--- src/rtl/core/g2e_mulq30.sv ---
// Four-stage signed multiply by a Q30 factor, rounded half away from zero.
// No package dependency.
`default_nettype none
module g2e_mulq30 #(
  parameter int HW = 51
) (
  input  logic                 clk,
  input  logic                 en,
  input  logic signed [HW-1:0] h_i,
  input  logic signed [31:0]   c_i,
  output logic signed [HW-1:0] p_o
);

  localparam int PW = HW - 20 + 31;

  logic [HW-1:0] hneg;
  logic [31:0]   cneg;
  logic          neg1_r, neg2_r, neg3_r;
  logic [HW-1:0] mag_r;
  logic [30:0]   k_r;
  logic [PW-1:0] phi_r;
  logic [50:0]   plo_r;
  logic [51:0]   low;
  logic [HW:0]   sum;
  logic [HW-1:0] r_r;
  logic signed [HW-1:0] p_r;

  assign hneg = -h_i;
  assign cneg = -c_i;
  assign low  = 52'({phi_r[9:0], 20'd0}) + 52'(plo_r) + (52'(1) << 29);
  assign sum  = (HW+1)'(phi_r[PW-1:10]) + (HW+1)'(low[51:30]);

  always_ff @(posedge clk) begin
    if (en) begin
      neg1_r <= h_i[HW-1] ^ c_i[31];
      mag_r  <= h_i[HW-1] ? hneg : h_i;
      k_r    <= c_i[31] ? cneg[30:0] : c_i[30:0];
      neg2_r <= neg1_r;
      phi_r  <= mag_r[HW-1:20] * k_r;
      plo_r  <= mag_r[19:0] * k_r;
      neg3_r <= neg2_r;
      r_r    <= sum[HW-1:0];
      p_r    <= neg3_r ? -$signed(r_r) : $signed(r_r);
    end
  end

  assign p_o = p_r;

endmodule
`default_nettype wire

--- config.mk ---
export PLATFORM = sky130hd
export DESIGN_NAME = g2e_mulq30
export DESIGN_NICKNAME = d
export VERILOG_FILES = /design/src/rtl/core/g2e_mulq30.sv
export SDC_FILE = /design/constraint.sdc
export NUM_CORES = 2
export LEC_CHECK = 0
export BUFFER_PORTS_ARGS = -buffer_cell sky130_fd_sc_hd__buf_4
export CORE_UTILIZATION = 45
export DETAILED_ROUTE_END_ITERATION = 10
export GPL_ROUTABILITY_DRIVEN = 1
export PLACE_DENSITY = 0.62
export SKIP_CTS_REPAIR_TIMING = 1
export SLEW_MARGIN = 5
export SYNTH_ARGS = -nofsm -noshare
export SYNTH_HDL_FRONTEND = slang
export SYNTH_SLANG_ARGS = --single-unit
--- constraint.sdc ---
create_clock -name clk -period 10.21 [get_ports clk]
set_clock_uncertainty 0.05 [all_clocks]
set_input_delay 0 -clock clk [delete_from_list [all_inputs] [get_ports clk]]
set_output_delay 0 -clock clk [all_outputs]
set_load 0.02 [all_outputs]
# Word level (Yosys, flattened, before mapping)
# Index checks and enable logic that the tools add are counted.
# word_totals
ff_bits	299
input_bits	85
out_inout_bits	51
wordCells	22
# op_classes
n_addsub	6
mul	2
n_mux	3
n_bitwise	1
# ops
cell	n
negation 51 bit	2
multiplier 31 x 31 -> 61 bit	1
adder 30 x 51 -> 52 bit	1
adder 52 x 30 -> 52 bit (second input constant)	1
adder 51 x 22 -> 51 bit	1
multiplier 20 x 31 -> 51 bit	1
2-to-1 mux 51 bit	1
2-to-1 mux 50 bit	1
2-to-1 mux 31 bit	1
negation 31 bit	1
XOR 1 bit	1

# Longest topological paths before layout
# depth
word_depth	3
ltp_mapped	28
mapped_depth_nobuf	26

# Worst setup path after synthesis
# OpenSTA, ideal clock, no wires.
# synth_path
kind	register to register
from	reg k_r[7]
to	reg phi_r[55], data pin
setup_ns	0.264
t_arrival_ns	7.303
t_required_ns	9.896
setup_slack_ns	2.593
stages_incl_launch_ff	25
path_buffers	2
period_less_slack_ns	7.617
path_cell_list	edfxtp_1 clkbuf_1 and2_1 fa_1 fa_1 inv_1 fa_1 fa_1 inv_1 fa_1 fa_1 fa_1 fa_1 ha_1 clkbuf_1 a21o_1 a21o_1 a2111oi_0 o32ai_1 o2111ai_1 nor4b_1 nor2_1 a31o_2 a221oi_1 xnor2_1
# synth_via
elab_chain_len	1
# synth_rtl
element	line_no	source
from (decl)	20	logic [30:0] k_r;
from (signal assigned)	37	k_r <= c_i[31] ? cneg[30:0] : c_i[30:0];
multiplier 31 x 31 -> 61 bit	39	phi_r <= mag_r[HW-1:20] * k_r;
to (signal assigned)	39	
to (decl)	21	logic [PW-1:0] phi_r;
# Every way passes these cells.
# A chain may end at the register's enable or synchronous reset.

# Final worst setup path
# layout_path
from	reg k_r[19]
to	reg phi_r[60], data pin
# Same word-level chain as after synthesis.

==> out/qor.csv <==
metric;value;unit
grt_antenna_before_repair;3;
maxSlewViolCount;0;
initial_utilization;45.6;%
total_buffers_and_inverters_traversed_by_the_critical_path;3;
timing.final.setup_violations;0;
fp-row-count;136;
status;finished, final reports clean;
drc;0;
vias_per_cell;5.32;
worstPathCellList;buf_4 > and2_1 > fa_1 > inv_1 > fa_1 > inv_1 > fa_1 > fa_1 > fa_1 > fa_1 > fa_1 > fa_1 > ha_1 > and2_1 > nand3_1 > or4_1 > a211oi_1 > o31a_1 > a211o_1 > a211oi_1 > o21ai_0 > a21oi_1 > xnor2_1;
count_of_tritonroute_iterations_in_the_first_routing_pass;5;
setup_total_negative_slack;0;ps
cp.required;10490;ps
share_of_final_layout_standard_cells_stronger_than_drive_strength_1;5.28;%
critical_path.most_common_cell;sky130_fd_sc_hd__fa_1;
grt_overflow_total;0;
synthFlopType;sky130_fd_sc_hd__edfxtp_1;
synth_cells;6531;
crit_path_max_fanout;20;
drt_iter0_drc;3066;
total_die_area;142000;µm²
final.period_utilization;92.5;%
die_extent_in_y;376;µm
antenna_cells_inserted;0;
synthesis.area_per_instance;9.65;µm²
final_hold_viol_count;0;
max_cap_violations;0;
timing.critical_path.arrival;9720;ps
synth-edff-count;279;
rsz0062_at_grt;false;
cts_tree;done;
wl_per_cell;21.2;µm
maxSlewHeadroom;10.7;%
yosysTopAreaCell;sky130_fd_sc_hd__fa_1;
time_the_final_worst_path_needs_with_i_o_delays_and_setup;9440;ps
gp_congestion;0.919;
area_growth_syn_to_layout;8.89;%
chip_width;376;µm
synth.area.top_cells;sky130_fd_sc_hd__fa_1 (43%), sky130_fd_sc_hd__edfxtp_1 (13%), sky130_fd_sc_hd__ha_1 (9.0%);
antenna_violating_nets_post_route;0;
drt-total-wl;180;mm
via_count_of_the_first_global_routing_pass;48409;
post_synth_instance_area;63000;µm²
critPathTopFamily;adder cells;
min_path_type;in2reg;
post_synth_num_cell_types;67;
setup.worst_path.start_class;flop;
worst-setup-path-type;reg2reg;
synth.ff_latch_count;279;
placeable_core_area;138000;µm²
globalRouteTotalUtil;26.0;%
least_margin_pin_slew;1340;ps
synth-seq-area-share;13.3;%
synth.net_count;8421;
yosysWarningCount;0;
detailedPlacementHpwl;141;mm
clockBufferDepth;3;
timing.critical_path.slowest_cell_delay;1240;ps
largest_net_degree_at_the_start_of_global_routing;91;
crit_slowest_cell;sky130_fd_sc_hd__edfxtp_1;
max_freq;106;MHz
dr_total_vias;45258;
htreeDepth;2;
clock_tree_root;sky130_fd_sc_hd__clkbuf_16;
cts-buffers-inserted;38;
postSynth.asyncResetShare;0;%
clock_sinks;279;
grt_first_pass_wirelength;282;mm
final_net_count;8508;
worst_setup_hold_path_clk_slew;60;ps
critPathCaptureType;flop;
synthDominantCellAreaShare;43.0;%
portBuffers;135;
i_o_pins;136;
clock_latency_reported_for_the_late_side_of_the_worst_skew_pair;610;ps
[cells in the final DEF, fill, tap and decap left out, drive strengths merged, types with 34 or more instances in the layout]
cell type    count
a21oi          126
o31ai           36
o21ai           98
clkbuf          47
and2           779
inv           1354
fa            1354
ha             451
nand2          951
buf            270
dlygate4sd3    126
nor2            63
a21o            54
nand3           34
xnor2          214
xor2            77
edfxtp         279
[area by class of cell]
type / instances / area (µm²)
fill: 12827 / 69500
multi-input combinational: 4552 / 48300
sequential: 279 / 8380
inverter: 1351 / 5070
timing repair buffer: 396 / 3350
tap: 1863 / 2330
clock buffer: 47 / 1010
clock inverter: 21 / 225
[final timing paths]
check               to  slack (ps)     from  cells past startpoint
max          phi_r[60]         770  k_r[19]                     23
min           mag_r[1]           6  h_i[50]                      2
max reg2reg  phi_r[60]         770  k_r[19]                     23
min reg2reg    p_o[50]         500  r_r[50]                      1
[metal layers]
metal	vias up	share of wire [%]	track usage, %
li1	19789	-	-
met1	23390	43	36.3
met2	1778	46	41.1
met3	299	8.1	4.97
met4	2	3.1	7.76
met5	-	0.0072	0
[logic make-up (layout without fill, tap and decap cells)]
kind of cell | after synthesis | after routing | share of synthesized area [%]
adder cells (fa/ha/maj) | 1805 | 1805 | 52.0
buffers and inverters | 1700 | 1815 | 10.1
AO/OA/AOI/OAI | 431 | 431 | 4.40
XOR/XNOR | 291 | 291 | 4.04
AND/OR/NAND/NOR | 2025 | 2025 | 16.2
flip-flops | 279 | 279 | 13.3
[state kept, by name, indices dropped and copies added (netlist names)]
name	count
r_r	51
phi_r	61
mag_r	51
neg2_r	1
plo_r	31
p_o	51
neg1_r	1
neg3_r	1
k_r	31
[cells in the mapped netlist (all sizes together), types with 29 or more instances]
cell and instances:
o21ai 98, nor2 63, o31ai 36, nand4 30, xnor2 214, edfxtp 279
xor2 77, or3 30, a21oi 126, fa 1354, nand2 951, clkbuf 347
inv 1351, or4 29, ha 451, a21o 54, and2 779, nand3 34
[per-stage QoR]
stage | cells | hold slack [ps] | utilization, % | instance area, µm² | setup slack (ps)
after floorplan | 6531 | 48.9 | - | 63000 | 2590
after global placement | 8314 | 152 | 47.8 | 66100 | 832
after detailed placement | 8314 | 153 | 47.8 | 66100 | 833
after CTS | 8382 | -475 | 48.7 | 67300 | 811
after global routing | 8509 | 20.0 | 49.7 | 68600 | 577
final | 8509 | 5.71 | 49.7 | 68600 | 768
Power is left out: the tool's default activity adds up to more than one toggle a clock period on the data nets, which glitch-free logic cannot reach.
