==> config.mk <==
export PLATFORM = sky130hd
export DESIGN_NAME = g2e_div
export DESIGN_NICKNAME = d
export VERILOG_FILES = /design/src/rtl/core/g2e_div.sv
export SDC_FILE = /design/constraint.sdc
export NUM_CORES = 2
export LEC_CHECK = 0
export BUFFER_PORTS_ARGS = -buffer_cell sky130_fd_sc_hd__buf_2
export CORE_MARGIN = 5
export CORE_UTILIZATION = 30
export DETAILED_ROUTE_END_ITERATION = 7
export HOLD_SLACK_MARGIN = 0.05
export SETUP_SLACK_MARGIN = 0.2
export SLEW_MARGIN = 20
export SYNTH_ARGS = -nofsm -noshare
export SYNTH_HDL_FRONTEND = slang
export SYNTH_SLANG_ARGS = --single-unit
==> constraint.sdc <==
create_clock -name clk -period 4.75 [get_ports clk]
set_clock_uncertainty 0.1 [all_clocks]
set_input_delay 0.95 -clock clk [delete_from_list [all_inputs] [get_ports clk]]
set_output_delay 0.95 -clock clk [all_outputs]
set_load 0.05 [all_outputs]
==> src/rtl/core/g2e_div.sv <==
// Pipelined restoring divider, one quotient bit per stage.
// No package dependency.
`default_nettype none
module g2e_div #(
  parameter int NW = 32,
  parameter int DW = 23
) (
  input  logic          clk,
  input  logic          en,
  input  logic [DW-1:0] rem_i,
  input  logic [NW-1:0] lo_i,
  input  logic [DW-1:0] den_i,
  output logic [NW-1:0] quo_o
);

  logic [DW-1:0] rem_w [NW+1];
  logic [NW-1:0] ql_w  [NW+1];
  logic [DW-1:0] den_w [NW+1];
  logic [DW-1:0] rem_r [NW];
  logic [NW-1:0] ql_r  [NW];
  logic [DW-1:0] den_r [NW];

  assign rem_w[0] = rem_i;
  assign ql_w[0]  = lo_i;
  assign den_w[0] = den_i;

  for (genvar i = 0; i < NW; i++) begin : g_stage
    logic [DW:0] rs, diff;
    logic        ge;
    assign rs   = {rem_w[i], ql_w[i][NW-1]};
    assign diff = rs - {1'b0, den_w[i]};
    assign ge   = rs >= {1'b0, den_w[i]};
    always_ff @(posedge clk) begin
      if (en) begin
        rem_r[i] <= ge ? diff[DW-1:0] : rs[DW-1:0];
        ql_r[i]  <= {ql_w[i][NW-2:0], ge};
        den_r[i] <= den_w[i];
      end
    end
    assign rem_w[i+1] = rem_r[i];
    assign ql_w[i+1]  = ql_r[i];
    assign den_w[i+1] = den_r[i];
  end

  assign quo_o = ql_w[NW];

endmodule
`default_nettype wire

# Yosys cells after proc, flatten, opt, wreduce, memory -nomap -nowiden
# Memories as Yosys holds them, arrays and structs flattened.
# Cells that the tools add are included.
[totals]
ramBits = 2496
mem_bits_ro = 0
n_memories = 3
regBits = 0
latch_bits = 0
[op_classes]
mul = 0
bitwise = 0
reduce_logical = 0
eq_ne = 0
n_shift = 0
n_addsub = 32
muxes = 34
order_cmp = 32
div = 0
[memory_table]
columns = ["name", "depth", "width", "read_ports", "rd_ports_with_merged_regs", "wr", "line", "rtl"]
rows = [
  ["ql_r", 32, 32, 32, 0, 32, "20", "logic [NW-1:0] ql_r [NW];"],
  ["den_r", 32, 23, 31, 0, 32, "21", "logic [DW-1:0] den_r [NW];"],
  ["rem_r", 32, 23, 31, 0, 32, "19", "logic [DW-1:0] rem_r [NW];"],
]
[op_table]
columns = ["operator", "count"]
rows = [
  ["$ge 24x23->1", 32],
  ["$mux 23", 32],
  ["$sub 23x23->23", 32],
  ["$mux 1", 2],
]

# Depth between registers and ports, before layout
[depth]
word_depth = 2
ltp_mapped = 14
ltp_nobuf = 13

# Worst setup path after synthesis
# Ideal clock, no wire load.
[synth_path]
kind = "input -> register"
start = "input lo_i[31]"
end = "memory rem_r[0][19], data pin"
arrival_time_ns = 3.423
required_time_ns = 4.388
stages = 12
path_buffers = 0
slack_ns = 0.964
cell_sequence = "inv_1 > ha_1 > fa_1 > nand2b_1 > a211oi_1 > o211ai_1 > o21a_1 > a311o_1 > nand2_1 > a41oi_2 > inv_2 > mux2_1"
[synth_lines]
columns = ["item", "line", "rtl"]
rows = [
  ["start: declaration", "11", "input logic [NW-1:0] lo_i,"],
  ["end: declaration", "19", ""],
]

==> flow_metrics.tcl <==
set metrics [dict create \
    viasPerCell 4.62 \
    critical-path-top-delay-family "compound AO/OA/AOI/OAI gates" \
    drv_cap 0 \
    slew_viol_final 0 \
    die_w_um 638 \
    antenna_found_initial 2 \
    ys_seq_elements 2450 \
    tns_ps 0 \
    r2r_setup_slack_ps 890 \
    r2r-end "rem_r[5][3]" \
    worstMarginPinSlew_ps 1020 \
    drive_above_1_share 0.0799 \
    io_pins 112 \
    netlist_instances 9187 \
    finalCriticalPeriod_ps 3930 \
    cp.arrival_ps 4610 \
    drtIter0Drc 4006 \
    leakagePower_nw 52.4 \
    ir_drop_uv 294 \
    dp_hpwl_um 165000 \
    drt-total-wl_um 230000 \
    synth_edf_count 2450 \
    dp.cells 14400 \
    cp_common_cell "a211oi_1" \
    grt_max_degree 121 \
    post-route-period-util 0.827 \
    synth-main-ff-cell "edfxtp_1" \
    async_flop_share 0 \
    setup_ws_ps 820 \
    root_buffer "clkbuf_16" \
    fillCellCount 38400 \
    hold_depth 1 \
    yosysWarnings 0 \
    crit_slowest_cell "dlygate4sd3_1" \
    clock_latency_ps 880 \
    remaining_drc_errors 0 \
    grt_pass1_wl_um 368000 \
    cts_num_sinks 2450 \
    synthDistinctLibCells 97 \
    finalHoldViolCount 0 \
    postLayoutCellArea_um2 135000 \
    setup_viol 0 \
    vias 69200 \
    track_usage 0.109 \
    slowest_delay_ps 530 \
    hp-start "lo_i[27]" \
    syn_avg_cell_area_um2 12.9 \
    r2r_cells 11 \
    crit_type "input port to flop" \
    htree_levels 5 \
    rr_startpoint "rem_r[4][1]" \
    die_h_um 638 \
    hp-class "input port to flop" \
    num_rows 230 \
    cts_resized 0 \
    place_ws_ps 437 \
    worstHoldEndpoint "ql_r[0][28]" \
    crit_path_cell_trace "dlygate4sd3_1 -> buf_2 -> ha_1 -> fa_1 -> nand2b_1 -> a211oi_1 -> o211ai_1 -> o21a_1 -> a311o_1 -> nand2_1 -> a41oi_4 -> buf_4 -> a211oi_1 -> a21o_1" \
    required_ps 5430 \
    stdcell_count 15000 \
    grt_pass1_vias 68500 \
    cts.clk_slew.worst_paths_ps 60 \
    placed_cell_area_um2 126000 \
    fmax_mhz 254 \
    overflow 0 \
    coreArea_um2 393000 \
    area_delta_synth_final_pct 14.4 \
    fin_total_pwr_mw 88.3 \
    port-buffer-count 111 \
    gp_congestion 0.853 \
    ant_nets 0 \
    critical_path.startpoint "den_i[0]" \
    start_util 0.301 \
    numCtsBuffers 288 \
    powerDensity_nw_per_um2 652 \
    cts_buffer_depth 4 \
    firstDrtPassIters 6 \
    endpoint_kind "flop" \
    rsz0062_at_grt "no" \
    mappedNetlistNets 10000 \
    die_area_um2 407000 \
    wl_per_cell_um 15.4 \
    yosysSeqAreaShare 0.622 \
    startpoint_type "input port" \
    slew_headroom 0.322 \
    hold_ws_ps 153 \
    utilization 0.345 \
    status "complete, no violations" \
    crit_fanout 42 \
    final_nets 10400 \
    syn-cell-area_um2 118000 \
    cts_tree "yes" \
    cp_num_buf_inv 3 \
]
## report_power, final
part           total (mW)  switching (mW)  internal [mW]  leakage [nW]
logic                33.5            18.6           14.9          24.0
clock network        21.8            8.92           12.9          4.52
registers            33.0            2.55           30.5          23.9
total                88.3            30.1           58.2          52.4
## timing repair
item                                    in CTS  in global routing
endpoints found under the hold margin       20                  0
buffers inserted                             0                  0
endpoints found under the setup margin       0                  0
hold buffers                                20                  0
## worst max path at each step
stage / end / slack [ps] / depth (start not counted)
after detailed placement: rem_r[0][3] / 440 / 14
after global placement: rem_r[0][21] / 420 / 14
final: rem_r[0][3] / 820 / 14
after global routing: rem_r[19][0] / 680 / 12
after CTS: rem_r[19][16] / 880 / 11
after floorplan: rem_r[0][19] / 960 / 12
## state kept, by name, summed over array words and instances, names as in the netlist
signal  count
den_r     713
ql_r     1024
rem_r     713
## worst register-to-register path, cell delays in order (launching register included)
cell	delay, ps
edfxtp_1	390
ha_1	360
nor2b_1	170
o31ai_1	400
a21oi_1	230
o21ai_1	480
a41oi_1	250
nor4_2	480
buf_4	300
buf_4	240
a211oi_1	70
a21o_1	150
## cells in the mapped netlist, drive strengths merged (11+ instances only)
cell	count	area share
o31ai	55	0.0035
ha	736	0.078
or2	26	0.0014
and3	55	0.0029
edfxtp	2450	0.62
mux2i	33	0.0028
o211ai	33	0.0021
o21bai	75	0.0048
mux2	280	0.027
a41oi	11	0.00088
inv	904	0.029
a2111oi	15	0.0013
and2	20	0.0011
nand4b	12	0.00089
or3	30	0.0016
and4	14	0.0010
nand2	569	0.018
nand3b	13	0.00082
a311oi	13	0.0010
o41ai	15	0.0014
a21boi	19	0.0012
nand3	133	0.0057
o31a	43	0.0032
buf	70	0.0039
a21oi	663	0.028
o21a	119	0.0076
clkbuf	119	0.0038
nand4	89	0.0047
nor4	24	0.0013
a31oi	61	0.0032
nor2b	110	0.0058
xor2	245	0.018
fa	31	0.0052
o21ai	581	0.025
xnor2	322	0.024
a21o	271	0.017
a211o	19	0.0014
a31o	16	0.0012
o2111ai	17	0.0013
a211oi	41	0.0026
nand2b	86	0.0045
nor2	526	0.017
nor3	106	0.0045
## cells in the final DEF, fill, tap and decap left out, types with 110 or more instances in the layout
cell and count:
inv_1 888, a21oi_1 662, clkbuf_16 297, nand3_1 132, a21o_1 271, ha_1 736
xor2_1 245, edfxtp_1 2450, buf_2 110, o21ai_1 341, o21a_1 119, nand2_1 569
o21ai_0 236, nor2b_1 110, mux2_1 201, xnor2_1 322, nor2_1 525
## cell families (layout without fill, tap and decap cells)
family / after synthesis / after routing / share of synthesized area
buf+inv: 1094 / 1652 / 0.0364
xor+xnor: 567 / 567 / 0.0420
flops: 2450 / 2450 / 0.622
compound gates: 2160 / 2160 / 0.114
fa+ha+maj: 767 / 767 / 0.0831
simple gates: 1836 / 1836 / 0.0726
mux: 313 / 313 / 0.0301
other cells: 0 / 1 / 0
## per-layer routing
metal,up-vias,track usage,routed length (µm)
met3,492,0.0155,7530
li1,34600,-,-
met4,0,0.0411,8500
met5,-,0,0
met1,33000,0.133,98400
met2,1067,0.197,116000
## cell type report
class	count	area, µm²	area share
antenna	1	2.50	0.0000185
clock buffer	346	7620	0.0563
clock inverter	164	1710	0.0126
inverter	905	3400	0.0251
multi-input combinational	5643	40600	0.300
sequential	2450	73600	0.544
tap	5220	6530	0.0483
timing repair buffer	237	1940	0.0143
Note: power is estimated with default switching activity, not from simulation.
