$ cat src/rtl/core/g2e_sqrt.sv
// Pipelined rounded integer square root, two radicand bits per stage.
// No package dependency.
`default_nettype none
module g2e_sqrt (
  input  logic        clk,
  input  logic        en,
  input  logic [62:0] n_i,
  output logic [31:0] root_o
);

  localparam int STEPS = 32;

  logic [62:0] n_w   [STEPS+1];
  logic [62:0] res_w [STEPS+1];
  logic [62:0] n_r   [STEPS];
  logic [62:0] res_r [STEPS];
  logic [31:0] root_r;

  assign n_w[0]   = n_i;
  assign res_w[0] = '0;

  for (genvar i = 0; i < STEPS; i++) begin : g_stage
    localparam logic [62:0] BIT = 63'(1) << (62 - 2 * i);
    logic [62:0] sum;
    logic        ge;
    assign sum = res_w[i] + BIT;
    assign ge  = n_w[i] >= sum;
    always_ff @(posedge clk) begin
      if (en) begin
        n_r[i]   <= ge ? n_w[i] - sum : n_w[i];
        res_r[i] <= ge ? (res_w[i] >> 1) + BIT : res_w[i] >> 1;
      end
    end
    assign n_w[i+1]   = n_r[i];
    assign res_w[i+1] = res_r[i];
  end

  // round to nearest
  always_ff @(posedge clk) begin
    if (en) begin
      root_r <= res_w[STEPS][31:0] + 32'(n_w[STEPS] > res_w[STEPS]);
    end
  end

  assign root_o = root_r;

endmodule
`default_nettype wire

$ cat config.mk
export PLATFORM = sky130hd
export DESIGN_NAME = g2e_sqrt
export DESIGN_NICKNAME = d
export VERILOG_FILES = /design/src/rtl/core/g2e_sqrt.sv
export SDC_FILE = /design/constraint.sdc
export NUM_CORES = 2
export LEC_CHECK = 0
export BUFFER_PORTS_ARGS = -buffer_cell sky130_fd_sc_hd__buf_4
export CORE_MARGIN = 2
export CORE_UTILIZATION = 54
export DETAILED_ROUTE_END_ITERATION = 12
export GPL_ROUTABILITY_DRIVEN = 0
export GPL_TIMING_DRIVEN = 0
export PLACE_DENSITY_LB_ADDON = 0.25
export SYNTH_ARGS = -nofsm -noshare
export SYNTH_HDL_FRONTEND = slang
export SYNTH_SLANG_ARGS = --single-unit
$ cat constraint.sdc
create_clock -name clk -period 4.6 [get_ports clk]
set_input_delay 0 -clock clk [delete_from_list [all_inputs] [get_ports clk]]
set_output_delay 0 -clock clk [all_outputs]
set_load 0.005 [all_outputs]
-- Yosys cells after proc, flatten, opt, wreduce, memory -nomap -nowiden
Memories as Yosys holds them, arrays and structs flattened.
Cells that the tools add are included.
- order comparisons: 33
- add/subtract/negate cells: 95
- multiplexer cells: 66
- operators by type and width (kind ; count):
    $mux W63 ; 64
    $ge A63 B63 Y1 ; 31
    $sub A63 B63 Y63 ; 31
    $add A62 B1 Y63 const B ; 1
    $add A62 B11 Y63 const B ; 1
    $add A62 B13 Y63 const B ; 1
    $add A62 B15 Y63 const B ; 1
    $add A62 B17 Y63 const B ; 1
    $add A62 B19 Y63 const B ; 1
    $add A62 B21 Y63 const B ; 1
    $add A62 B23 Y63 const B ; 1
    $add A62 B25 Y63 const B ; 1
    $add A62 B27 Y63 const B ; 1
    $add A62 B29 Y63 const B ; 1
    $add A62 B3 Y63 const B ; 1
    $add A62 B31 Y63 const B ; 1
    $add A62 B33 Y63 const B ; 1
    $add A62 B35 Y63 const B ; 1
    $add A62 B37 Y63 const B ; 1
    $add A62 B39 Y63 const B ; 1
    $add A62 B41 Y63 const B ; 1
    $add A62 B43 Y63 const B ; 1
    $add A62 B45 Y63 const B ; 1
    $add A62 B47 Y63 const B ; 1
    46 further kinds ; 47
- input bits: 65
- register bits after elaboration: 32
- bits in writable memories: 4032
- memories kept: 2
- logic and storage cells: 197
- output and inout bits: 32
- memory list (memory ; words ; bits a word ; read ports ; clocked after memory_dff ; wr ports ; line ; source):
    n_r ; 32 ; 63 ; 32 ; 0 ; 32 ; 15 ; logic [62:0] n_r [STEPS];
    res_r ; 32 ; 63 ; 32 ; 0 ; 32 ; 16 ; logic [62:0] res_r [STEPS];

-- Depth between registers and ports, before layout
An unclocked memory read counts as a cell.
- word-level depth: 4
- depth in mapped cells: 21
- depth with buffers taken out: 21

-- Worst setup path before layout
OpenSTA, ideal clock, no wires.
- path kind: reg2reg
- start point: mem res_r[31][16] (netlist: res_r[1][961])
- end point: reg root_r[28] (netlist: root_o[28]), data pin
- cell stages (with the launch flop): 21
- clock period less this slack: 3.578 ns
- setup time: 0.258 ns
- path buffers: 0
- required time: 4.342 ns
- arrival: 3.320 ns
- setup slack: 1.022 ns
- cell sequence: edfxtp_1 > inv_1 > ha_1 > a21o_1 > a21o_1 > a21oi_1 > o21ai_0 > a221oi_1 > o211ai_1 > a31oi_1 > o21ai_0 > ha_1 > ha_1 > nand2_1 > nor2_1 > and4_1 > nor2b_1 > and4_1 > and3_1 > nand2_1 > xnor2_1
- RTL lines (element ; line ; source):
    start, declared ; 16 ;
    end signal, assigned ; 41 ; root_r <= res_w[STEPS][31:0] + 32'(n_w[STEPS] > res_w[STEPS]);
    end, declared ; 17 ; logic [31:0] root_r;

==> results_dict.tcl <==
set metrics [dict create \
    status "finished, final reports clean" \
    drive_gt1_share_pct 6.83 \
    antenna_left 0 \
    mappedNetlistArea_um2 126000 \
    hold_class "input pin to flop" \
    startpoint_type "flop" \
    path_class "flop to flop" \
    cp_cell_sequence "ha_1, nor4b_1, nand4b_1, nor4_1, a311oi_1, and3_1, a21boi_1, clkbuf_2, nor4b_1, nor3b_1, xor2_1" \
    yosysMostFrequentCell "edfxtp_1" \
    grt-ovfl-total 0 \
    min_period_ns 4.60 \
    io_pins 97 \
    io_buffers 95 \
    drcViolationCount 0 \
    synth_xor_area_share_pct 6.47 \
    die-area_um2 237000 \
    grt_pass1_wl_um 459000 \
    ys_ff_latch 2576 \
    cp_max_fo 10 \
    crit_path_max_incr_delay_ns 0.92 \
    wire_per_inst_um 21.6 \
    irDropWorstVdd_uv 472 \
    n_fill_cell 17700 \
    synth_top_area_cell "edfxtp_1" \
    fin_skew_ns 0.0769 \
    ys_warn_count 0 \
    cts_tree "yes" \
    critPathCaptureType "flop" \
    seq_area_frac_synth_pct 61.5 \
    die_h_um 487 \
    insertion_delay_ns 0.94 \
    dpl.hpwl_um 221000 \
    cp_common_cell "nor4b_1" \
    coreArea_um2 232000 \
    clockBufferDepth 4 \
    power_density_nw_per_um2 502 \
    netlist.area_leader.share_pct 61.5 \
    cts_inserted_buffers 284 \
    finalMaxSlewViolations 0 \
    wl_um 301000 \
    dp_cells 13300 \
    grt_pass1_vias 80700 \
    synth-simple-area-share_pct 12.4 \
    tightestPinTransition_ns 1.34 \
    ys_types 94 \
    synthTopCellsByCount "2576 x edfxtp_1, 739 x inv_1, 668 x nand2_1" \
    initial_core_util_pct 54.2 \
    drtPass1Iterations 6 \
    synth_area_leaders "edfxtp_1 62%, ha_1 5.9%, xnor2_1 3.2%, xor2_1 3.2%, a21oi_1 2.5%" \
    synth_edf_count 2576 \
    syn-num-nets 10800 \
    avgSynthCellArea_um2 12.4 \
    placed_area_um2 131000 \
    cts_root_buf "clkbuf_16" \
    cts.sinks 2576 \
    viasPerCell 6.04 \
    final_util_pct 60.8 \
    synth_top_family_by_area "simple AND/OR/NAND/NOR gates" \
    ys.flop_type "edfxtp_1" \
    p_total_mw 70.9 \
    synthCells 10200 \
    max_slew_margin_pct 10.4 \
    required_ns 5.23 \
    first_iter_violations 9582 \
    cts.clk_slew.worst_paths_ns 0.06 \
    fin_nets 11400 \
    die_w_um 487 \
    cap_violations 0 \
    leakage_nw 53.4 \
    worstPathArrival_ns 5.23 \
    layoutNonFillerInstCount 14000 \
    grt.total_usage_pct 24.8 \
    grt_antenna_before_repair 19 \
    synth_compound_area_share_pct 9.90 \
    final_cell_area_um2 141000 \
    critPathSlowestCell "nor4_1" \
    whs_ns 0.292 \
    htreeDepth 5 \
    setup_violations 0 \
    synthMuxAreaShare_pct 0.894 \
    hold_viol_final 0 \
    vias 84300 \
    synthAdderAreaFrac_pct 5.89 \
    synthArstFlopShare_pct 0 \
    area_growth_pct 12.3 \
    grt_start_max_net_pins 212 \
    finalCritPeriodShare_pct 99.9 \
    row_count 177 \
    max_freq_ghz 0.218 \
]
## power breakdown
part	internal, mW	leakage, nW	total, mW	switching (mW)
Sequential	30.1	24.8	32.6	2.49
Clock	12.9	4.32	21.9	8.99
Combinational	6.61	24.2	16.4	9.79
## path summary, 6_finish.rpt
check                             start               endpoint  slack (ns)  cells past startpoint
setup / recovery  n_r[1][640]$_DFFE_PP_  n_r[1][739]$_DFFE_PP_       0.005                     11
setup reg to reg  n_r[1][640]$_DFFE_PP_  n_r[1][739]$_DFFE_PP_       0.005                     11
hold reg to reg   n_r[1][210]$_DFFE_PP_  n_r[1][273]$_DFFE_PP_        0.43                      0
hold / removal                  n_i[58]   n_r[0][58]$_DFFE_PP_        0.29                      3
## final cells by class
type / instances / area, µm² / share of cell area (%)
Antenna cell: 3 / 7.51 / 0.00532
Buffer: 230 / 930 / 0.658
Clock buffer: 345 / 7480 / 5.30
Clock inverter: 136 / 1340 / 0.948
Inverter: 741 / 2780 / 1.97
Multi-Input combinational cell: 6629 / 45000 / 31.9
Sequential cell: 2576 / 77400 / 54.8
Tap cell: 3043 / 3810 / 2.70
Timing Repair Buffer: 249 / 2500 / 1.77
## cell usage in the layout, fill, tap and decap left out, types with 48 or more instances in the layout
cell type | synthesis | final
xnor2_1 | 465 | 459
nand2_1 | 668 | 667
clkbuf_1 | 194 | 243
nor3_1 | 272 | 269
nand2b_1 | 111 | 111
nor4b_1 | 51 | 50
nor4_1 | 379 | 370
dlygate4sd3_1 | 0 | 127
inv_1 | 739 | 739
nand3_1 | 161 | 161
o21ai_0 | 509 | 507
mux2_2 | 87 | 87
or3_1 | 97 | 97
clkinv_1 | 0 | 53
clkbuf_16 | 0 | 292
nand4_1 | 181 | 181
nor2_1 | 641 | 638
o21bai_1 | 51 | 51
buf_4 | 1 | 107
o21a_1 | 109 | 109
xor2_1 | 464 | 464
o31ai_1 | 49 | 48
a21o_1 | 284 | 284
a21oi_1 | 620 | 620
or4_1 | 80 | 80
edfxtp_1 | 2576 | 2576
ha_1 | 592 | 590
nor2b_1 | 70 | 68
and3_1 | 55 | 55
## sequential cells by signal, summed over array words and instances, names as in the netlist
| name | cells |
|---|---|
| n_r | 2016 |
| res_r | 528 |
| root_o | 32 |
## stage by stage
step | setup TNS, ns | worst slack [ns]
after global routing | -0.599 | -0.101
after floorplan | 0 | 1.02
final | 0 | 0.00497
after global placement | - | -18.96
after CTS | 0 | 0.0106
after detailed placement | -104.36 | -1.17
## critical path, delay by kind of cell, from the launching register on
family                     cells  cell delay [ns]
and+or+nand+nor                6             2.72
AOI/OAI and AO/OA              2             0.43
adders and majority gates      1             0.39
xor gates and xnor gates       1             0.12
DFF                            1             0.42
buffers and inverters          1             0.26
## what timing repair did
action	4_1_cts	5_1_grt
resized for setup	25	39
buffers inserted	3	7
cloned	0	1
endpoints found under the hold margin	189	0
pin swaps	2	6
endpoints found under the setup margin	78	272
hold buffers	128	0
## cells by family (layout without fill, tap and decap cells)
| kind of cell | after synthesis | in the layout |
|---|---|---|
| other cells | 1 | 4 |
| fa+ha+maj | 592 | 592 |
| buf+inv | 972 | 1701 |
| mux | 100 | 100 |
| simple gates | 3005 | 3005 |
| flops | 2576 | 2576 |
| xor+xnor | 929 | 929 |
| compound gates | 2002 | 2002 |
## metal layers
layer	GRT usage (%)	part of all wire [%]	vias up
li1	-	-	39300
met1	33.9	42	41000
met2	40.7	48	3427
met3	5.43	8.5	556
met4	6.03	2.3	8
met5	0	0.019	-
Note: power is estimated with default switching activity, not from simulation.
