## src/rtl/core/g2e_pkg.sv

```systemverilog
// Shared constants, the CORDIC arctangent table and the Q30 clamp for the
// geodetic to ECEF pipeline. No dependencies.
`default_nettype none
package g2e_pkg;

  localparam int COORD_W = 34;

  // range limits in microdegrees
  localparam logic signed [27:0] LAT_LIMIT = 28'sd90000000;
  localparam logic signed [28:0] LON_LIMIT = 29'sd180000000;

  // binary angle: round(mag * 2^26 / 5625000) = floor((mag * 2^23 + 351562) / 703125),
  // estimated by a reciprocal in Q51 that is never more than one short
  localparam logic [19:0]      BAM_DIV      = 20'd703125;
  localparam logic [18:0]      BAM_HALF     = 19'd351562;
  localparam logic [31:0]      BAM_RECIP    = 32'((64'd1 << 51) / 64'(BAM_DIV));
  localparam logic [27:0]      BAM_BIAS     = 28'((64'(BAM_HALF) * 64'(BAM_RECIP)) >> 23);
  localparam logic [31:0]      QUARTER_TURN = 32'h4000_0000;
  localparam logic [31:0]      HALF_TURN    = 32'h8000_0000;

  // CORDIC gain and unity in Q30
  localparam logic signed [33:0] GAIN_Q30 = 34'sd652032874;
  localparam logic signed [33:0] ONE_Q30  = 34'sd1073741824;

  // ellipsoid
  localparam logic [32:0]        E2_Q40 = 33'd7360548640;
  localparam logic signed [31:0] E2_Q37 = 32'sd920068580;
  localparam logic [32:0]        A_MM   = 33'd6378137000;
  localparam logic [31:0]        A_MM_TOP = 32'(A_MM >> 2);
  localparam logic [48:0]        A_MM_LO  = {A_MM[1:0], 47'd0};
  localparam logic [62:0]        W_ONE    = 63'(1) << 62;

  function automatic logic [29:0] atan_lut(input int unsigned idx);
    logic [29:0] v;
    unique case (idx)
      0:  v = 30'd536870912;
      1:  v = 30'd316933406;
      2:  v = 30'd167458907;
      3:  v = 30'd85004756;
      4:  v = 30'd42667331;
      5:  v = 30'd21354465;
      6:  v = 30'd10679838;
      7:  v = 30'd5340245;
      8:  v = 30'd2670163;
      9:  v = 30'd1335087;
      10: v = 30'd667544;
      11: v = 30'd333772;
      12: v = 30'd166886;
      13: v = 30'd83443;
      14: v = 30'd41722;
      15: v = 30'd20861;
      16: v = 30'd10430;
      17: v = 30'd5215;
      18: v = 30'd2608;
      19: v = 30'd1304;
      20: v = 30'd652;
      21: v = 30'd326;
      22: v = 30'd163;
      23: v = 30'd81;
      24: v = 30'd41;
      25: v = 30'd20;
      26: v = 30'd10;
      27: v = 30'd5;
      28: v = 30'd3;
      29: v = 30'd1;
      30: v = 30'd1;
      default: v = 30'd0;
    endcase
    return v;
  endfunction

  function automatic logic signed [31:0] clamp_q30(input logic signed [33:0] v);
    logic signed [31:0] r;
    if (v > ONE_Q30) begin
      r = 32'sd1073741824;
    end else if (v < -ONE_Q30) begin
      r = -32'sd1073741824;
    end else begin
      r = v[31:0];
    end
    return r;
  endfunction

endpackage
`default_nettype wire

```

## src/rtl/core/g2e_round.sv

```systemverilog
// Three-stage Q16 to whole-millimetre rounding, half away from zero.
// Depends on g2e_pkg for the coordinate width.
`default_nettype none
module g2e_round
  import g2e_pkg::*;
#(
  parameter int VW = 51
) (
  input  logic                      clk,
  input  logic                      en,
  input  logic signed [VW-1:0]      v_i,
  output logic signed [COORD_W-1:0] mm_o
);

  logic [VW-1:0] vneg;
  logic [VW:0]   rsum;
  logic          neg1_r, neg2_r;
  logic [VW-1:0] mag_r;
  logic [VW-16:0] r_r;
  logic signed [COORD_W-1:0] mm_r;

  assign vneg = -v_i;
  assign rsum = (VW+1)'(mag_r) + (VW+1)'(32768);

  always_ff @(posedge clk) begin
    if (en) begin
      neg1_r <= v_i[VW-1];
      mag_r  <= v_i[VW-1] ? vneg : v_i;
      neg2_r <= neg1_r;
      r_r    <= rsum[VW:16];
      mm_r   <= neg2_r ? -$signed(r_r[COORD_W-1:0]) : $signed(r_r[COORD_W-1:0]);
    end
  end

  assign mm_o = mm_r;

endmodule
`default_nettype wire

```

## config.mk

```make
export PLATFORM = sky130hd
export DESIGN_NAME = g2e_round
export DESIGN_NICKNAME = d
export VERILOG_FILES = /design/src/rtl/core/g2e_pkg.sv /design/src/rtl/core/g2e_round.sv
export SDC_FILE = /design/constraint.sdc
export NUM_CORES = 1
export LEC_CHECK = 0
export BUFFER_PORTS_ARGS = -buffer_cell sky130_fd_sc_hd__buf_2
export CAP_MARGIN = 20
export CORE_MARGIN = 4
export CORE_UTILIZATION = 39
export DETAILED_ROUTE_END_ITERATION = 8
export PLACE_DENSITY = 0.62
export RECOVER_POWER = 50
export SYNTH_ARGS = -nofsm -noshare
export SYNTH_HDL_FRONTEND = slang
export SYNTH_SLANG_ARGS = --single-unit
```

## constraint.sdc

```tcl
create_clock -name clk -period 2.8 [get_ports clk]
set_input_delay 0.56 -clock clk [delete_from_list [all_inputs] [get_ports clk]]
set_output_delay 0.56 -clock clk [all_outputs]
set_load 0.02 [all_outputs]
```

# == Word-level counts from Yosys, hierarchy flattened ==
# Cells that the tools add are included.
# Widths: inputs -> output; s select.
# totals
reg_bits,120
input_bits,53
out_inout_bits,34
wordCells,10
# op_classes
addsub,3
muxes,2
# ops
op,count
$add 50x16->50 const B,1
$mux 50,1
$neg 50->50,1
$mux 34,1
$neg 34->34,1

# == Longest topological paths before layout ==
# Gate-level depths: netlist (run 1).
# logic_depth
ltp_word,2
mapped_depth,7
depth_no_buf,7

# == Worst setup path after synthesis (run 1) ==
# OpenSTA, ideal clock, no wires.
# synth_path
path_type,input to register
from,in v_i[20]
to,reg mag_r[46] (data pin)
setup_ps,263
arrival_time_ps,2041
slack_ps,496
path_stages,5
n_path_buf,0
cell_sequence,or4_4 -> nor4_4 -> nand2_1 -> o41ai_2 -> xnor2_1
# synth_via
elab_chain_len,2
# synth_rtl
element,line_no,rtl
"start, declared",g2e_round.sv:11,"input logic signed [VW-1:0] v_i,"
$neg 50->50,g2e_round.sv:22,assign vneg = -v_i;
$mux 50,g2e_round.sv:28,mag_r <= v_i[VW-1] ? vneg : v_i;
"end signal, assigned",g2e_round.sv:28,
"end, declared",g2e_round.sv:18,logic [VW-1:0] mag_r;
# Every way passes these cells.
# A chain may end at the register's enable or synchronous reset.

# == Worst setup path after layout (run 1) ==
# layout_path
from,in en
to,reg mag_r[41] (enable)
# layout_rtl
element,line_no,rtl
"start, declared",g2e_round.sv:10,"input logic en,"
# No word-level cell between the ends.

==> key figures, run 1 <==
Global route
  • Overall Global Routing Usage: 0.124
  • Largest net degree at the start of global routing: 40
  • Met2 Track Usage GR: 0.193
  • Met1 GRT Util: 0.155
  • Most crowded layer after global routing: met2
  • Vias in the first global route: 3298
  • First-pass GRT wire length: 15.0 mm
  • Met3 Track Usage GR: 0.0372
  • Initial antenna violation count: 0
  • Grt ovf: 0

Critical path
  • Slowest stage cell, crit path: clkbuf_1
  • CP required: 2770 ps
  • CP top delay family: buffers and inverters
  • Critical Path End Type: flip-flop
  • Max stage delay on crit path: 970 ps
  • Setup crit start: en
  • Setup slack, reg-to-reg: 460 ps
  • FF-to-FF End: mm_o[22]$_DFFE_PP_
  • Reg2reg path depth: 7
  • CP Cell Sequence: clkbuf_1 > clkbuf_2
  • CP arrival: 2410 ps
  • Kind of critical path: input pin to flip-flop
  • Worst Path Buf+Inv: 2
  • CP Launch Type: input pin
  • Crit Path Max Fanout: 39
  • R2R Path Start: r_r[0]$_DFFE_PP_

STA
  • Unrepaired setup endpoints after global routing: false
  • Hold WS: 420 ps
  • Final period util: 0.872
  • Final WS setup: 358 ps
  • Pins Over Slew Limit: 0
  • Post-layout minimum cycle time: 2440 ps
  • Setup tns final: 0 ps
  • Fmax: 0.410 GHz
  • Worst-margin pin slew: 1390 ps
  • Max-Slew Margin vs Limit: 0.0731
  • Endpoints failing hold: 0
  • Final setup fails: 0
  • Max Clock Skew: 5.15 ps

Floorplanning
  • Placement row count: 42
  • I/O Pins: 87
  • DIE AREA: 0.0154 mm^2
  • Core Area: 0.0132 mm^2
  • Die width: 124 um
  • Initial Utilization: 0.398
  • Die Span Y: 124 um

Placement
  • Hpwl dp: 7.19 mm
  • IO Port Bufs: 86
  • Dpl ws: 153 ps
  • RD Place Congestion: 0.837

Min path
  • Hold Path Depth: 0
  • Min-delay src: neg1_r$_DFFE_PP_
  • Min-delay worst type: flip-flop to flip-flop
  • WHS Endpoint: neg2_r$_DFFE_PP_

Synthesis
  • #FFs+latches synth: 105
  • Primary FF master, synth: edfxtp_1
  • Count leader, synth: edfxtp_1
  • Synth cell count leaders: 105 x edfxtp_1, 85 x xnor2_1, 38 x nand2_1
  • Syn_area_per_cell: 12.5 um^2
  • Number of synthesized flops with an enable pin: 105
  • Synthesis Warnings: 0
  • Post-synth cell types: 30
  • Synth area leaders: edfxtp_1 60%, xnor2_1 14%, nand2_1 2.7%, xor2_1 2.5%, o21ai_0 2.4%
  • Asr flop ratio synth: 0
  • Area leader, netlist: edfxtp_1
  • Syn Std Cell Area: 0.00525 mm^2
  • Post-Syn Instances: 419
  • Net count after synthesis: 474
  • Area fraction of the dominant cell type after synthesis: 0.601
  • Seq/Total Area, Yosys: 0.601

Layout
  • Antenna Cells: 0
  • Layout cells sized above 1: 0.211
  • Nets: 567
  • Area grow syn2layout: 17.6%
  • Fill cells: 1158

Drt
  • Drt first pass iters: 4
  • DRC Markers: 0
  • Antenna Nets Post-Route: 0
  • Initial DRC count: 152
  • Vias per Instance: 4.90
  • Routed wire per std cell: 13.1 um
  • Drt total wl: 9.11 mm
  • Vias post-DR: 3399

Clock tree
  • Skew-Pair Late Insertion Delay: 340 ps
  • CTS buffer count: 9
  • Post-cts gate resize count: 0
  • # Post-CTS Setup Buffers: 0
  • TritonCTS clock tree: built
  • Hold-fix buffers, CTS: 0
  • Clock tree buffer depth: 2
  • Clock sink count: 105
  • H-tree levels: 3
  • CTS clk-pin slew, worst paths: 70 ps
  • Root buffer cell: clkbuf_16

Power
  • Psw: 884 uW
  • Int Pwr: 2830 uW
  • Sequential Power Share: 0.553
  • Logic pwr share: 0.123
  • Clock power frac: 0.325
  • Pleak: 0.00209 uW
  • P per Cell Area: 601 mW/mm^2
  • Switching portion of total power: 0.238
  • Largest vdd supply drop: 302 uV

Status
  • Status: finished, final reports clean

Run
  • # Max-Cap Violations: 0
[metal layers]
layer	part of all wire	routed length, um	vias up
li1	-	-	1746
met1	0.45	4110	1524
met2	0.45	4090	105
met3	0.074	670	24
met4	0.026	241	0
met5	0	0	-
[power by group through the flow]
stage,combinational (uW),clock (uW),sequential [uW]
floorplan,226,0,2120
global placement,459,0,2080
detailed placement,469,0,2080
CTS,469,1240,2050
global route,508,1310,2070
finish,455,1200,2050
[cell families (layout without fill, tap and decap cells)]
logic type,after synthesis,in the layout,share of synthesized area
buf+inv,16,114,0.0117
xor+xnor,100,100,0.167
flops,105,105,0.601
fa+ha+maj,2,2,0.00477
simple gates,143,143,0.146
compound gates,53,53,0.0699
[cell type report]
type                    instances  area [um^2]  area share
flip-flops and latches        105         3150       0.511
multi-input cells             298         2030       0.329
repair buffers                 91          449      0.0728
clock buffers                  10          229      0.0371
well taps                     176          220      0.0357
clock inverters                 6         58.8     0.00954
inverters                       7         26.3     0.00426
[worst max-delay path by stage]
stage | endpoint | slack [ps] | cells after the start
after floorplan | mag_r[46]$_DFFE_PP_ | 500 | 5
after global placement | mag_r[43]$_DFFE_PP_ | 220 | 6
after detailed placement | mag_r[44]$_DFFE_PP_ | 150 | 6
after CTS | mm_o[28]$_DFFE_PP_ | 450 | 7
after global routing | mag_r[41]$_DFFE_PP_ | 180 | 2
final | mag_r[41]$_DFFE_PP_ | 360 | 2
[layout by cell type (no fill, tap or decap), drive strengths merged, types with 8 or more instances in the layout]
| cell | count |
|---|---|
| o21ai | 25 |
| xor2 | 15 |
| nand2 | 38 |
| nor4 | 11 |
| nor2 | 23 |
| clkbuf | 22 |
| o31ai | 15 |
| nor3 | 11 |
| xnor2 | 85 |
| or4 | 8 |
| edfxtp | 105 |
| buf | 79 |
| o41ai | 13 |
| nand3 | 19 |
[flip-flops by register name, summed over array words and instances, names as in the netlist]
| name | count |
|---|---|
| neg1_r | 1 |
| mm_o | 34 |
| mag_r | 35 |
| r_r | 34 |
| neg2_r | 1 |
[stage by stage]
stage	instance area (um^2)	cells	util	power [uW]
3_3_place_gp	5910	677	0.448	2540
3_5_place_dp	5910	677	0.448	2550
5_1_grt	6170	693	0.468	3890
2_1_floorplan	5250	419	-	2350
4_1_cts	6200	693	0.470	3760
6_report	6170	693	0.468	3710
Note: power is estimated with default switching activity, not from simulation.
==> run 2: changes to the inputs <==
GPL_ROUTABILITY_DRIVEN = 0   (was unset)
clock period = 2.26 ns   (was 2.8 ns; I/O delays follow)
==> key figures, run 2 (synthesis gave the netlist of run 1 again) <==
Clock tree
  • CTS buffer count: 9 (unchanged)
  • Skew-Pair Late Insertion Delay: 340 ps (about the same)
  • Post-cts gate resize count: 1 (+1)
  • CTS clk-pin slew, worst paths: 60 ps (about the same)
  • # Post-CTS Setup Buffers: 0 (unchanged)
  • Clock tree buffer depth: 2 (unchanged)
  • TritonCTS clock tree: built
  • Root buffer cell: clkbuf_16
  • Hold-fix buffers, CTS: 0 (unchanged)
  • Clock sink count: 105 (unchanged)
  • H-tree levels: 3 (unchanged)

Critical path
  • CP top delay family: simple AND/OR/NAND/NOR gates
  • CP Cell Sequence: or4_4 > or3_1 > or2_2 > o21ai_0 > xnor2_1
  • Max stage delay on crit path: 550 ps (-420 ps)
  • Slowest stage cell, crit path: or4_4
  • CP Launch Type: flip-flop
  • Setup slack, reg-to-reg: 70 ps (-390 ps)
  • CP required: 2340 ps (-430 ps)
  • Critical Path End Type: flip-flop
  • Worst Path Buf+Inv: 0 (-2)
  • Crit Path Max Fanout: 3 (-92%)
  • CP arrival: 2270 ps (-140 ps)
  • Kind of critical path: flip-flop to flip-flop

Floorplanning
  • DIE AREA: 0.0154 mm^2 (unchanged)
  • I/O Pins: 87 (unchanged)
  • Placement row count: 42 (unchanged)
  • Core Area: 0.0132 mm^2 (unchanged)
  • Die width: 124 um (unchanged)
  • Die Span Y: 124 um (unchanged)
  • Initial Utilization: 0.398 (unchanged)

STA
  • Hold WS: 420 ps (+0.447 ps)
  • Final setup fails: 0 (unchanged)
  • Max-Slew Margin vs Limit: 0.0903 (+0.0172)
  • Post-layout minimum cycle time: 2190 ps
  • Pins Over Slew Limit: 0 (unchanged)
  • Fmax: 0.458 GHz
  • Final period util: 0.967
  • Endpoints failing hold: 0 (unchanged)
  • Worst-margin pin slew: 1360 ps (-25.8 ps)
  • Max Clock Skew: 4.08 ps (-1.08 ps)

Drt
  • Vias per Instance: 4.85 (-1.1%)
  • Drt total wl: 9.54 mm (+4.7%)
  • Initial DRC count: 107 (-30%)
  • Drt first pass iters: 4 (unchanged)
  • Routed wire per std cell: 13.1 um (-0.29%)
  • Vias post-DR: 3532 (+3.9%)
  • DRC Markers: 0 (unchanged)
  • Antenna Nets Post-Route: 0 (unchanged)

Power
  • Sequential Power Share: 0.559 (+0.006)
  • Int Pwr: 3420 uW (+21%)
  • Clock power frac: 0.302 (-0.023)
  • Pleak: 0.00226 uW (+8.3%)
  • P per Cell Area: 700 mW/mm^2 (+16%)
  • Switching portion of total power: 0.243 (+0.00488)
  • Logic pwr share: 0.140 (+0.017)
  • Largest vdd supply drop: 402 uV (+33%)
  • Psw: 1100 uW (+24%)

Global route
  • Largest net degree at the start of global routing: 37 (-7.5%)
  • Grt ovf: 0 (unchanged)
  • Vias in the first global route: 3392 (+2.9%)
  • Overall Global Routing Usage: 0.127 (+0.00363)
  • Initial antenna violation count: 0 (unchanged)
  • First-pass GRT wire length: 15.5 mm (+3.5%)

Layout
  • Most frequent cells in the layout: 105 x edfxtp_1, 85 x xnor2_1, 78 x buf_2, 38 x nand2_1, 37 x buf_4
  • Area grow syn2layout: 23.2%
  • Nets: 603 (+6.3%)
  • Largest register FFs: 35 (unchanged)
  • Largest reg by FF count: mag_r
  • Most common cell after layout, fill and taps aside: edfxtp_1
  • Antenna Cells: 0 (unchanged)
  • Layout cells sized above 1: 0.279 (+0.0682)
  • Util after Layout: 0.490 (+0.0223)

Min path
  • Min-delay worst type: input pin to flip-flop

Placement
  • IO Port Bufs: 86 (unchanged)
  • Hpwl dp: 7.56 mm (+5.1%)

Status
  • Status: finished, final reports clean

Run
  • # Max-Cap Violations: 0 (unchanged)
==> run 2: per-stage QoR <==
step | setup slack [ps] | total power (uW) | TNS, ps | std cells | area (um^2)
6_report | 74.2 | 4520 | 0 | 728 | 6460
5_1_grt | -8.80 | 4750 | -8.80 | 728 | 6460
4_1_cts | 3.58 | 4580 | 0 | 728 | 6460
3_5_place_dp | -233 | 3210 | -2820 | 713 | 6200
3_3_place_gp | -162 | 3190 | -1930 | 713 | 6200
2_1_floorplan | 64.2 | 2910 | 0 | 419 | 5250
==> run 2: power by group through the flow <==
stage	registers, uW	logic (uW)	clock network (uW)
floorplan	2630	280	0
global placement	2560	628	0
detailed placement	2570	646	0
CTS	2520	649	1410
global route	2550	700	1490
finish	2530	631	1360
==> run 2: path summary, 6_finish.rpt <==
| kind | from | endpoint | depth (start not counted) |
|---|---|---|---|
| setup reg to reg | r_r[28]$_DFFE_PP_ | mm_o[32]$_DFFE_PP_ | 5 |
| hold / removal | v_i[49] | mag_r[49]$_DFFE_PP_ | 2 |
| setup / recovery | r_r[28]$_DFFE_PP_ | mm_o[32]$_DFFE_PP_ | 5 |
| hold reg to reg | neg1_r$_DFFE_PP_ | neg2_r$_DFFE_PP_ | 0 |
==> run 2: routing by layer <==
| metal | share of wire | global-route usage | up-vias |
|---|---|---|---|
| met1 | 0.45 | 0.162 | 1613 |
| met2 | 0.47 | 0.204 | 87 |
| met3 | 0.057 | 0.0368 | 15 |
| met5 | 0 | 0 | - |
| li1 | - | - | 1817 |
| met4 | 0.021 | 0.0527 | 0 |
==> run 2: final cells by class <==
| class | count | area, um^2 |
|---|---|---|
| multi-input cells | 298 | 2090 |
| clock buffers | 11 | 233 |
| clock inverters | 4 | 21.3 |
| inverters | 7 | 26.3 |
| fillers | 1183 | 6730 |
| repair buffers | 127 | 717 |
| well taps | 176 | 220 |
| flip-flops and latches | 105 | 3150 |
